`src/rtl/rde_pkg.sv`:
```
// rde_pkg: shared types, constants and the symbol lookup helper function of the radix digit emitter
// depends on: nothing
`default_nettype none

package rde_pkg;

  localparam int ValueW         = 64;
  localparam int SymW           = 8;
  localparam int TotalW         = 32;
  localparam int RadixW         = 5;
  localparam int DigitW         = 4;
  localparam int MaxRadix       = 16;
  localparam int MaxDigits      = 64;
  localparam int PtrW           = $clog2(MaxDigits);
  localparam int CntW           = PtrW + 1;
  localparam int BitsPerCycle   = 8;
  localparam int CyclesPerDigit = ValueW / BitsPerCycle;
  localparam int StepW          = $clog2(CyclesPerDigit);
  localparam int SymsPerWord    = ValueW / SymW;

  // configuration register indexes
  localparam int CfgIdxW = 2;
  localparam logic [CfgIdxW-1:0] CfgSymbolsLow  = 2'd0;
  localparam logic [CfgIdxW-1:0] CfgSymbolsHigh = 2'd1;
  localparam logic [CfgIdxW-1:0] CfgRadixLength = 2'd2;

  // alphabet limits
  localparam logic [SymW-1:0] CharPlus   = 8'h2b;
  localparam logic [SymW-1:0] CharMinus  = 8'h2d;
  localparam logic [SymW-1:0] CharLowest = 8'd32;
  localparam logic [SymW-1:0] CharHigh   = 8'd126;

  typedef struct packed {
    logic [ValueW-1:0] value;
    logic              bad;
  } rde_entry_t;

  typedef enum logic [2:0] {
    ST_IDLE,
    ST_ERR,
    ST_DIV,
    ST_RD,
    ST_OUT
  } rde_state_e;

  // symbol lookup: symbols 0..7 from the low word, 8..15 from the high word
  function automatic logic [SymW-1:0] sym_at(input logic [ValueW-1:0] lo,
                                             input logic [ValueW-1:0] hi,
                                             input logic [DigitW-1:0] idx);
    logic [ValueW-1:0] word;
    word = idx[DigitW-1] ? hi : lo;
    return word[idx[DigitW-2:0]*SymW +: SymW];
  endfunction

endpackage

`default_nettype wire

```
`src/rtl/rde_in_if.sv`:
```
// rde_in_if: input channel carrying the value to be converted
// depends on: rde_pkg
`default_nettype none

interface rde_in_if
  import rde_pkg::*;
  ();
  logic              valid;
  logic              ready;
  logic [ValueW-1:0] value;

  modport source (output valid, output value, input ready);
  modport sink   (input valid, input value, output ready);
endinterface

`default_nettype wire

```
`src/rtl/rde_out_if.sv`:
```
// rde_out_if: output channel carrying one emitted symbol per transaction
// depends on: rde_pkg
`default_nettype none

interface rde_out_if
  import rde_pkg::*;
  ();
  logic              valid;
  logic              ready;
  logic [SymW-1:0]   symbol;
  logic              last;
  logic              alphabet_error;
  logic [TotalW-1:0] total_emitted;

  modport source (output valid, output symbol, output last, output alphabet_error,
                  output total_emitted, input ready);
  modport sink   (input valid, input symbol, input last, input alphabet_error,
                  input total_emitted, output ready);
endinterface

`default_nettype wire

```
`src/rtl/rde_front.sv`:
```
// rde_front: accepts input transactions and classifies the configured alphabet
// depends on: rde_pkg, rde_in_if
`default_nettype none

module rde_front
  import rde_pkg::*;
(
  rde_in_if.sink            in_s,
  input  wire logic [ValueW-1:0] symbols_low_i,
  input  wire logic [ValueW-1:0] symbols_high_i,
  input  wire logic [RadixW-1:0] radix_len_i,
  output logic              push_o,
  output rde_entry_t        push_data_o,
  input  wire logic         full_i
);

  logic [SymW-1:0] sym [MaxRadix];
  logic            bad;

  always_comb begin
    for (int i = 0; i < MaxRadix; i++) begin
      sym[i] = sym_at(symbols_low_i, symbols_high_i, DigitW'(i));
    end
  end

  // all symbol and pair checks run side by side
  always_comb begin
    bad = (radix_len_i < RadixW'(2)) || (radix_len_i > RadixW'(MaxRadix));
    for (int i = 0; i < MaxRadix; i++) begin
      if (RadixW'(i) < radix_len_i) begin
        if (sym[i] == CharPlus || sym[i] == CharMinus ||
            sym[i] < CharLowest || sym[i] > CharHigh) begin
          bad = 1'b1;
        end
        for (int j = 0; j < i; j++) begin
          if (sym[j] == sym[i]) begin
            bad = 1'b1;
          end
        end
      end
    end
  end

  assign in_s.ready        = !full_i;
  assign push_o            = in_s.valid && !full_i;
  assign push_data_o.value = in_s.value;
  assign push_data_o.bad   = bad;

endmodule

`default_nettype wire

```
`src/rtl/rde_queue.sv`:
```
// rde_queue: two-entry queue between the front and back parts
// depends on: rde_pkg
`default_nettype none

module rde_queue
  import rde_pkg::*;
(
  input  wire logic       clk_i,
  input  wire logic       rst_ni,
  input  wire logic       push_i,
  input  wire rde_entry_t push_data_i,
  output logic            full_o,
  input  wire logic       pop_i,
  output logic            valid_o,
  output rde_entry_t      pop_data_o
);

  rde_entry_t  slot_q [2];
  logic        wr_ptr_q, wr_ptr_d;
  logic        rd_ptr_q, rd_ptr_d;
  logic [1:0]  fill_q, fill_d;

  assign full_o     = (fill_q == 2'd2);
  assign valid_o    = (fill_q != 2'd0);
  assign pop_data_o = slot_q[rd_ptr_q];

  always_comb begin
    wr_ptr_d = wr_ptr_q ^ push_i;
    rd_ptr_d = rd_ptr_q ^ pop_i;
    fill_d   = fill_q + {1'b0, push_i} - {1'b0, pop_i};
  end

  always_ff @(posedge clk_i or negedge rst_ni) begin
    if (!rst_ni) begin
      wr_ptr_q <= 1'b0;
      rd_ptr_q <= 1'b0;
      fill_q   <= 2'd0;
    end else begin
      wr_ptr_q <= wr_ptr_d;
      rd_ptr_q <= rd_ptr_d;
      fill_q   <= fill_d;
    end
  end

  always_ff @(posedge clk_i) begin
    if (push_i) begin
      slot_q[wr_ptr_q] <= push_data_i;
    end
  end

endmodule

`default_nettype wire

```
`src/rtl/rde_back.sv`:
```
// rde_back: digit extraction with an iterative divider, digit memory and result register
// depends on: rde_pkg, rde_out_if
`default_nettype none

module rde_back
  import rde_pkg::*;
(
  input  wire logic              clk_i,
  input  wire logic              rst_ni,
  input  wire logic [ValueW-1:0] symbols_low_i,
  input  wire logic [ValueW-1:0] symbols_high_i,
  input  wire logic [RadixW-1:0] radix_len_i,
  input  wire logic              q_valid_i,
  input  wire rde_entry_t        q_data_i,
  output logic                   q_pop_o,
  rde_out_if.source              out_s
);

  rde_state_e         state_q, state_d;
  logic [ValueW-1:0]  quo_q, quo_n;
  logic [DigitW-1:0]  rem_q, rem_n;
  logic [StepW-1:0]   step_q;
  logic [CntW-1:0]    cnt_q;
  logic [PtrW-1:0]    ptr_q;
  logic [DigitW-1:0]  rdata_q;
  logic [DigitW-1:0]  digit_mem [MaxDigits];
  logic [TotalW-1:0]  total_q;

  logic               out_valid_q;
  logic [SymW-1:0]    out_sym_q;
  logic               out_last_q;
  logic               out_err_q;
  logic [TotalW-1:0]  out_total_q;

  logic slot_free;
  logic digit_done;
  logic conv_done;
  logic load_err;
  logic load_sym;
  logic mem_we;

  // eight restoring division steps per cycle, remainder stays below the radix
  always_comb begin
    logic [DigitW:0] r5;
    logic [ValueW-1:0] q;
    logic [DigitW-1:0] r;
    q = quo_q;
    r = rem_q;
    for (int i = 0; i < BitsPerCycle; i++) begin
      r5 = {r, q[ValueW-1]};
      q  = {q[ValueW-2:0], 1'b0};
      if (r5 >= radix_len_i) begin
        r5   = r5 - radix_len_i;
        q[0] = 1'b1;
      end
      r = r5[DigitW-1:0];
    end
    quo_n = q;
    rem_n = r;
  end

  assign slot_free  = !out_valid_q || out_s.ready;
  assign digit_done = (step_q == StepW'(CyclesPerDigit - 1));
  assign conv_done  = (quo_n == '0) || (cnt_q == CntW'(MaxDigits - 1));

  // next state
  always_comb begin
    state_d = state_q;
    case (state_q)
      ST_IDLE: if (q_valid_i) state_d = q_data_i.bad ? ST_ERR : ST_DIV;
      ST_ERR:  if (slot_free) state_d = ST_IDLE;
      ST_DIV:  if (digit_done && conv_done) state_d = ST_RD;
      ST_RD:   state_d = ST_OUT;
      ST_OUT: begin
        if (slot_free) state_d = (ptr_q == '0) ? ST_IDLE : ST_RD;
      end
      default: state_d = ST_IDLE;
    endcase
  end

  // control outputs
  always_comb begin
    q_pop_o  = 1'b0;
    load_err = 1'b0;
    load_sym = 1'b0;
    mem_we   = 1'b0;
    case (state_q)
      ST_IDLE: q_pop_o  = q_valid_i;
      ST_ERR:  load_err = slot_free;
      ST_DIV:  mem_we   = digit_done;
      ST_OUT:  load_sym = slot_free;
      default: ;
    endcase
  end

  always_ff @(posedge clk_i or negedge rst_ni) begin
    if (!rst_ni) begin
      state_q     <= ST_IDLE;
      step_q      <= '0;
      cnt_q       <= '0;
      ptr_q       <= '0;
      total_q     <= '0;
      out_valid_q <= 1'b0;
    end else begin
      state_q <= state_d;
      if (q_pop_o) begin
        step_q <= '0;
        cnt_q  <= '0;
      end else if (state_q == ST_DIV) begin
        step_q <= step_q + StepW'(1);
        if (digit_done) begin
          cnt_q <= cnt_q + CntW'(1);
          ptr_q <= cnt_q[PtrW-1:0];
        end
      end else if (load_sym) begin
        ptr_q <= ptr_q - PtrW'(1);
      end
      if (load_sym) begin
        total_q <= total_q + TotalW'(1);
      end
      if (load_err || load_sym) begin
        out_valid_q <= 1'b1;
      end else if (out_s.ready) begin
        out_valid_q <= 1'b0;
      end
    end
  end

  // datapath and result payload
  always_ff @(posedge clk_i) begin
    if (q_pop_o) begin
      quo_q <= q_data_i.value;
      rem_q <= '0;
    end else if (state_q == ST_DIV) begin
      quo_q <= quo_n;
      rem_q <= digit_done ? '0 : rem_n;
    end
    if (load_err) begin
      out_sym_q   <= '0;
      out_last_q  <= 1'b1;
      out_err_q   <= 1'b1;
      out_total_q <= total_q;
    end else if (load_sym) begin
      out_sym_q   <= sym_at(symbols_low_i, symbols_high_i, rdata_q);
      out_last_q  <= (ptr_q == '0);
      out_err_q   <= 1'b0;
      out_total_q <= total_q + TotalW'(1);
    end
  end

  // digit memory, least significant digit at address zero
  always_ff @(posedge clk_i) begin
    if (mem_we) begin
      digit_mem[cnt_q[PtrW-1:0]] <= rem_n;
    end
    rdata_q <= digit_mem[ptr_q];
  end

  assign out_s.valid          = out_valid_q;
  assign out_s.symbol         = out_sym_q;
  assign out_s.last           = out_last_q;
  assign out_s.alphabet_error = out_err_q;
  assign out_s.total_emitted  = out_total_q;

  a_err_shape: assert property (@(posedge clk_i) disable iff (!rst_ni)
    out_valid_q && out_err_q |-> out_last_q && (out_sym_q == '0))
    else $error("error result without last or with a symbol");

  a_cnt_bound: assert property (@(posedge clk_i) disable iff (!rst_ni)
    cnt_q <= CntW'(MaxDigits))
    else $error("digit count beyond memory depth");

  a_total_step: assert property (@(posedge clk_i) disable iff (!rst_ni)
    load_sym |=> total_q == $past(total_q) + TotalW'(1))
    else $error("running count did not advance on a digit");

  a_emit_after_div: assert property (@(posedge clk_i) disable iff (!rst_ni)
    (state_q == ST_RD) |-> ($past(state_q) == ST_DIV || $past(state_q) == ST_OUT))
    else $error("memory read outside of emission");

endmodule

`default_nettype wire

```
`src/rtl/radix_digit_emitter_unit.sv`:
```
// radix_digit_emitter_unit: the divider finds the digits of an item (D = digit count, 1..64)
// at 8 quotient bits per cycle, least significant first, and stores them in the digit memory;
// the symbols are then read back from the digit memory and offered most significant first
// one item at a time in the back, the next one starts once the last symbol of the one before
// is loaded for output; an invalid alphabet gives one error transaction per item
// reset clears configuration (alphabet invalid), running count, queue and control, not memory
`default_nettype none

module radix_digit_emitter_unit
  import rde_pkg::*;
(
  input  wire logic               clk_i,
  input  wire logic               rst_ni,
  input  wire logic               cfg_we_i,
  input  wire logic [CfgIdxW-1:0] cfg_idx_i,
  input  wire logic [ValueW-1:0]  cfg_wdata_i,
  rde_in_if.sink                  in_i,
  rde_out_if.source               out_o
);

  // configuration registers, all zero after reset
  logic [ValueW-1:0] symbols_low_q;
  logic [ValueW-1:0] symbols_high_q;
  logic [RadixW-1:0] radix_len_q;

  // front to queue
  logic       push;
  rde_entry_t push_data;
  logic       q_full;

  // queue to back
  logic       q_valid;
  logic       q_pop;
  rde_entry_t q_data;

  // register writes; an index beyond the list is dropped
  always_ff @(posedge clk_i or negedge rst_ni) begin
    if (!rst_ni) begin
      symbols_low_q  <= '0;
      symbols_high_q <= '0;
      radix_len_q    <= '0;
    end else if (cfg_we_i) begin
      case (cfg_idx_i)
        CfgSymbolsLow:  symbols_low_q  <= cfg_wdata_i;
        CfgSymbolsHigh: symbols_high_q <= cfg_wdata_i;
        CfgRadixLength: radix_len_q    <= cfg_wdata_i[RadixW-1:0];
        default: ;
      endcase
    end
  end

  // front: takes each transaction and tags it with the alphabet check
  rde_front u_front (
    .in_s           (in_i),
    .symbols_low_i  (symbols_low_q),
    .symbols_high_i (symbols_high_q),
    .radix_len_i    (radix_len_q),
    .push_o         (push),
    .push_data_o    (push_data),
    .full_i         (q_full)
  );

  // short queue of two entries so the front keeps accepting while the back converts, until it fills
  rde_queue u_queue (
    .clk_i       (clk_i),
    .rst_ni      (rst_ni),
    .push_i      (push),
    .push_data_i (push_data),
    .full_o      (q_full),
    .pop_i       (q_pop),
    .valid_o     (q_valid),
    .pop_data_o  (q_data)
  );

  // back: divides, stores digits, emits them most significant first
  rde_back u_back (
    .clk_i          (clk_i),
    .rst_ni         (rst_ni),
    .symbols_low_i  (symbols_low_q),
    .symbols_high_i (symbols_high_q),
    .radix_len_i    (radix_len_q),
    .q_valid_i      (q_valid),
    .q_data_i       (q_data),
    .q_pop_o        (q_pop),
    .out_s          (out_o)
  );

endmodule

`default_nettype wire

```
`src/flat_wrapper.sv`:
```
// flat-port wrapper written by rule: the top's interface ports become plain ports
module radix_digit_emitter_unit_flat import rde_pkg::*;
  (clk_i, rst_ni, cfg_we_i, cfg_idx_i, cfg_wdata_i, in_i_valid, in_i_value, in_i_ready, out_o_valid, out_o_symbol, out_o_last, out_o_alphabet_error, out_o_total_emitted, out_o_ready);
  rde_in_if in_i_i ();
  rde_out_if out_o_i ();
  input  wire logic clk_i;
  input  wire logic rst_ni;
  input  wire logic cfg_we_i;
  input  wire logic [CfgIdxW-1:0] cfg_idx_i;
  input  wire logic [ValueW-1:0] cfg_wdata_i;
  input wire logic [$bits(in_i_i.valid)-1:0] in_i_valid;
  input wire logic [$bits(in_i_i.value)-1:0] in_i_value;
  output wire logic [$bits(in_i_i.ready)-1:0] in_i_ready;
  output wire logic [$bits(out_o_i.valid)-1:0] out_o_valid;
  output wire logic [$bits(out_o_i.symbol)-1:0] out_o_symbol;
  output wire logic [$bits(out_o_i.last)-1:0] out_o_last;
  output wire logic [$bits(out_o_i.alphabet_error)-1:0] out_o_alphabet_error;
  output wire logic [$bits(out_o_i.total_emitted)-1:0] out_o_total_emitted;
  input wire logic [$bits(out_o_i.ready)-1:0] out_o_ready;
  assign in_i_i.valid = in_i_valid;
  assign in_i_i.value = in_i_value;
  assign in_i_ready = in_i_i.ready;
  assign out_o_valid = out_o_i.valid;
  assign out_o_symbol = out_o_i.symbol;
  assign out_o_last = out_o_i.last;
  assign out_o_alphabet_error = out_o_i.alphabet_error;
  assign out_o_total_emitted = out_o_i.total_emitted;
  assign out_o_i.ready = out_o_ready;
  radix_digit_emitter_unit u_core (.clk_i(clk_i), .rst_ni(rst_ni), .cfg_we_i(cfg_we_i), .cfg_idx_i(cfg_idx_i), .cfg_wdata_i(cfg_wdata_i), .in_i(in_i_i), .out_o(out_o_i));
endmodule
```
`config.mk`:
```
export PLATFORM = sky130hd
export DESIGN_NAME = radix_digit_emitter_unit_flat
export DESIGN_NICKNAME = d
export VERILOG_FILES = /design/src/rtl/rde_pkg.sv /design/src/rtl/rde_in_if.sv /design/src/rtl/rde_out_if.sv /design/src/rtl/rde_front.sv /design/src/rtl/rde_queue.sv /design/src/rtl/rde_back.sv /design/src/rtl/radix_digit_emitter_unit.sv /design/src/flat_wrapper.sv
export SDC_FILE = /design/constraint.sdc
export NUM_CORES = 2
export LEC_CHECK = 0
export ABC_CLOCK_PERIOD_IN_PS = 15900
export BUFFER_PORTS_ARGS = -buffer_cell sky130_fd_sc_hd__buf_2
export CAP_MARGIN = 10
export CORE_MARGIN = 2
export CORE_UTILIZATION = 50
export CTS_CLUSTER_SIZE = 16
export DETAILED_ROUTE_END_ITERATION = 10
export PLACE_DENSITY = 0.75
export SLEW_MARGIN = 20
export SYNTH_ARGS = -nofsm -noshare
export SYNTH_HDL_FRONTEND = slang
export SYNTH_SLANG_ARGS = --single-unit
export TNS_END_PERCENT = 10
```
`constraint.sdc`:
```
create_clock -name clk_i -period 15.9 [get_ports clk_i]
set_clock_uncertainty 0.2 [all_clocks]
set_input_delay 0.795 -clock clk_i [delete_from_list [all_inputs] [get_ports clk_i]]
set_output_delay 0.795 -clock clk_i [all_outputs]
set_load 0.03 [all_outputs]
```
==> implementation parameters <==
Parameter                              Value

Setup path
  End of the worst register-to-register path    u_core.u_back.digit_mem[8][0]
  Arr. time, crit path    14,540 ps
  Total number of cells along the worst setup path    56
  CP max-delay cell    mux2i_4
  Longest individual stage delay on the worst path    900 ps
  Top fanout value on the critical path    38
  Cell family with the largest share of critical-path delay    compound AO/OA/AOI/OAI gates
  Origin of the critical flop-to-flop path    u_core.radix_len_q[1]
  Origin of the worst setup path    u_core.radix_len_q[1]
  Worst setup EP type    flip-flop
  Cell seen most often among critical-path stages    a21o_1
  Data required time at the worst endpoint    16,140 ps
  Worst Reg2Reg Path Length in Cells    56
  CP Launch Type    flip-flop
  Setup Crit Path Kind    flip-flop to flip-flop
  Endpoint of the worst setup timing path    u_core.u_back.digit_mem[8][0]
  Buffer and inverter count on the worst path    4
  Register-to-register setup slack    1610 ps

Routing
  Count of routing violations after the opening detailed-route iteration    3,765
  Detail-routed net length per standard cell    26.1 um
  Number of vias after detailed routing    29,600
  DRC violation count after routing    0
  Remaining antenna violation count after routing    0
  Total Wirelength    125,000 um
  Detailed-route vias per instance    6.20
  Detailed-router iteration count before antenna repair    8

Synth
  Adder-cell share of the synthesized area    1.86%
  Post-synthesis instance area    42,300 um2
  Post-synth ARST share    27.4%
  Post-synthesis simple-gate area fraction    9.17%
  FF+latch count, synth    689
  EDFF count, synth    482
  Number of standard cells after synthesis    3,550
  Mean cell area of the mapped netlist    11.9 um2
  Synth Area in XOR/XNOR    21.5%
  Primary flip-flop cell chosen by synthesis mapping    edfxtp_1
  Post-synthesis sequential area ratio    46.2%
  Commonest cells in the synthesized netlist    531 x xnor2_1, 508 x xor2_1, 482 x edfxtp_1, 218 x nor2_1, 189 x dfrtp_1
  Main combinational cell family by area after synthesis    XOR/XNOR gates
  Warning count from the yosys run    0
  Top area cells in the synthesized netlist    edfxtp_1 34%, dfrtp_1 11%, xnor2_1 11%
  Top cell type's share of synthesized area    34.2%
  Synth area leader    edfxtp_1
  Area fraction in compound gates after synthesis    3.85%
  Post-Synthesis Net Count    3,743
  Mux contribution to synthesized area    12.4%
  Count of different cell masters after synthesis    69
  Most frequent cell after synthesis    xnor2_1

Floorplanning
  Die Outline Area    87,000 um2
  Die width    295 um
  Initial Util    50.6%
  Floorplan core area    83,700 um2
  Number of top-level pins    179
  Rows    106
  DIE HEIGHT    295 um

Timing
  Hold WS    146 ps
  Worst Tran Pin Value    1180 ps
  RSZ-0062 raised after global routing    false
  Final Slew Violations    0
  Post-route clock period utilization    89.9%
  Worst relative slew slack    21.2%
  Hold violation total from the final report    0
  Summed negative setup slack over all endpoints    0 ps
  Post-route minimum period    14,290 ps
  Setup violators final    0
  Maximum achievable frequency    0.0700 GHz

Cells and area
  Area occupied by multi-input gates    20,700 um2
  Footprint of the flip-flops and latches    19,600 um2
  Number of nets at the end of the flow    3,774
  Count of filler cells inserted in the layout    6,884
  Share of cells above drive strength 1    19.7%
  Post-layout utilization of the core    55.3%
  Area growth from synthesis to layout    9.24%
  Final non-filler cell total    4,778

Clocking
  Number of buffers inserted during clock tree synthesis    75
  Later-pin clock latency in the skew report    650 ps
  H-tree levels    3
  Clock Path Buffers    3
  Post-CTS repair timing setup buffer count    0
  Worst-path clk slew    60 ps
  CTS tree    built
  Clock sink count    689
  Buffer cell driving the clock tree root    clkbuf_16

Global route
  Maximum number of pins on one net before global-route repair    71
  Residual overflow from global routing    0
  Initial antenna violation count    11
  Overall global routing resource usage    28.5%
  Global-route wire length before repair    186,000 um
  Vias in the first global route    29,200

Place
  Last weighted congestion value of the routability-driven placer    0.971
  PortBufs    178
  Sum of net half-perimeters after detailed placement    78,000 um
  Cell count after placement    4,636

Run status
  Result of the run    complete, no violations

Hold path
  Startpoint of the lowest-slack hold path    in_i_value[2]
  Path category of the worst min-delay check    input pin to flip-flop

Flow run
  Reported max-cap violation count    0
-- placed cells by master (no fill, tap or decap), types with 6 or more instances in the layout --
| cell type | count |
|---|---|
| a211oi_1 | 10 |
| a21o_1 | 28 |
| a21oi_1 | 131 |
| and3_1 | 8 |
| buf_2 | 177 |
| buf_4 | 129 |
| bufinv_16 | 7 |
| clkbuf_1 | 10 |
| clkbuf_16 | 77 |
| clkinv_1 | 22 |
| clkinv_2 | 8 |
| dfrtp_1 | 180 |
| dfrtp_2 | 7 |
| dfxtp_1 | 17 |
| edfxtp_1 | 482 |
| fa_1 | 8 |
| ha_1 | 48 |
| inv_1 | 37 |
| mux2_2 | 143 |
| mux2i_1 | 74 |
| mux4_2 | 124 |
| nand2_1 | 124 |
| nand2b_1 | 10 |
| nand3_1 | 38 |
| nand3b_1 | 6 |
| nand4_1 | 146 |
| nand4b_1 | 10 |
| nor2_1 | 218 |
| nor2b_1 | 8 |
| nor3_1 | 9 |
| nor4_1 | 147 |
| o21ai_0 | 46 |
| o22ai_1 | 6 |
| or3_1 | 6 |
| xnor2_1 | 531 |
| xor2_1 | 508 |
-- flip-flops by register name, indices dropped and copies added, names as in the netlist, 8 cells and up --
name and count:
u_core.u_back.out_s.symbol 8, u_core.symbols_high_q 64, u_core.u_back.quo_q 64, u_core.u_back.out_s.total_emitted 32, u_core.symbols_low_q 64, u_core.u_queue.slot_q 130, u_core.u_back.total_q 32, u_core.u_back.digit_mem 256
-- worst min path at each step --
| stage | to | slack, ps | depth (start not counted) |
|---|---|---|---|
| 6_report | u_core.u_queue.slot_q[0][3] | 150 | 1 |
| 5_1_grt | u_core.u_queue.slot_q[0][3] | 120 | 1 |
| 4_1_cts | u_core.u_queue.slot_q[1][40] | 110 | 1 |
| 3_5_place_dp | u_core.u_back.out_s.symbol[2] | 250 | 2 |
| 3_3_place_gp | u_core.u_back.out_s.symbol[2] | 240 | 2 |
| 2_1_floorplan | u_core.u_back.rem_q[3] | 260 | 1 |
-- timing repair --
item                      CTS  global route
hold buffers                1             0
hold endpoints to repair   50             0
resized for setup           0             0
-- stage by stage --
stage                     cell area, um2  setup WS (ps)
final                              46200           1610
after CTS                          46200           1610
after detailed placement           43700           1650
after global placement             43700           1870
after floorplan                    42300           1650
after global routing               46200            503
-- metal layers --
metal	part of all wire, %	vias to the layer above	track usage, %
met2	45	1844	44.0
met1	38	14500	37.1
met4	5.8	14	14.7
met3	11	527	7.55
met5	0.068	-	0
li1	-	12700	-
-- worst register-to-register path, delay by kind of cell, from the launching register on --
kind / cells / cell delay (ps)
adder cells (fa/ha/maj): 8 / 2490
AO/OA/AOI/OAI: 32 / 6620
multiplexers: 6 / 2820
flip-flops: 1 / 620
buffers and inverters: 4 / 700
AND/OR/NAND/NOR: 6 / 610
-- cell families after synthesis --
group / Yosys count
fa+ha+maj: 58
compound gates: 269
buf+inv: 393
mux: 348
simple gates: 754
flops: 689
xor+xnor: 1039
-- cell type report --
cell class / count / area share (%)
diodes: 3 / 0.0162
clock buffers: 87 / 4.25
clock inverters: 50 / 1.12
inverters: 38 / 0.308
multi-input cells: 2468 / 44.8
flip-flops and latches: 689 / 42.4
well taps: 1134 / 3.07
repair buffers: 309 / 4.12
Power is not shown: default switching activity piles up to over one toggle a cycle in this logic, so the estimate is an artifact.
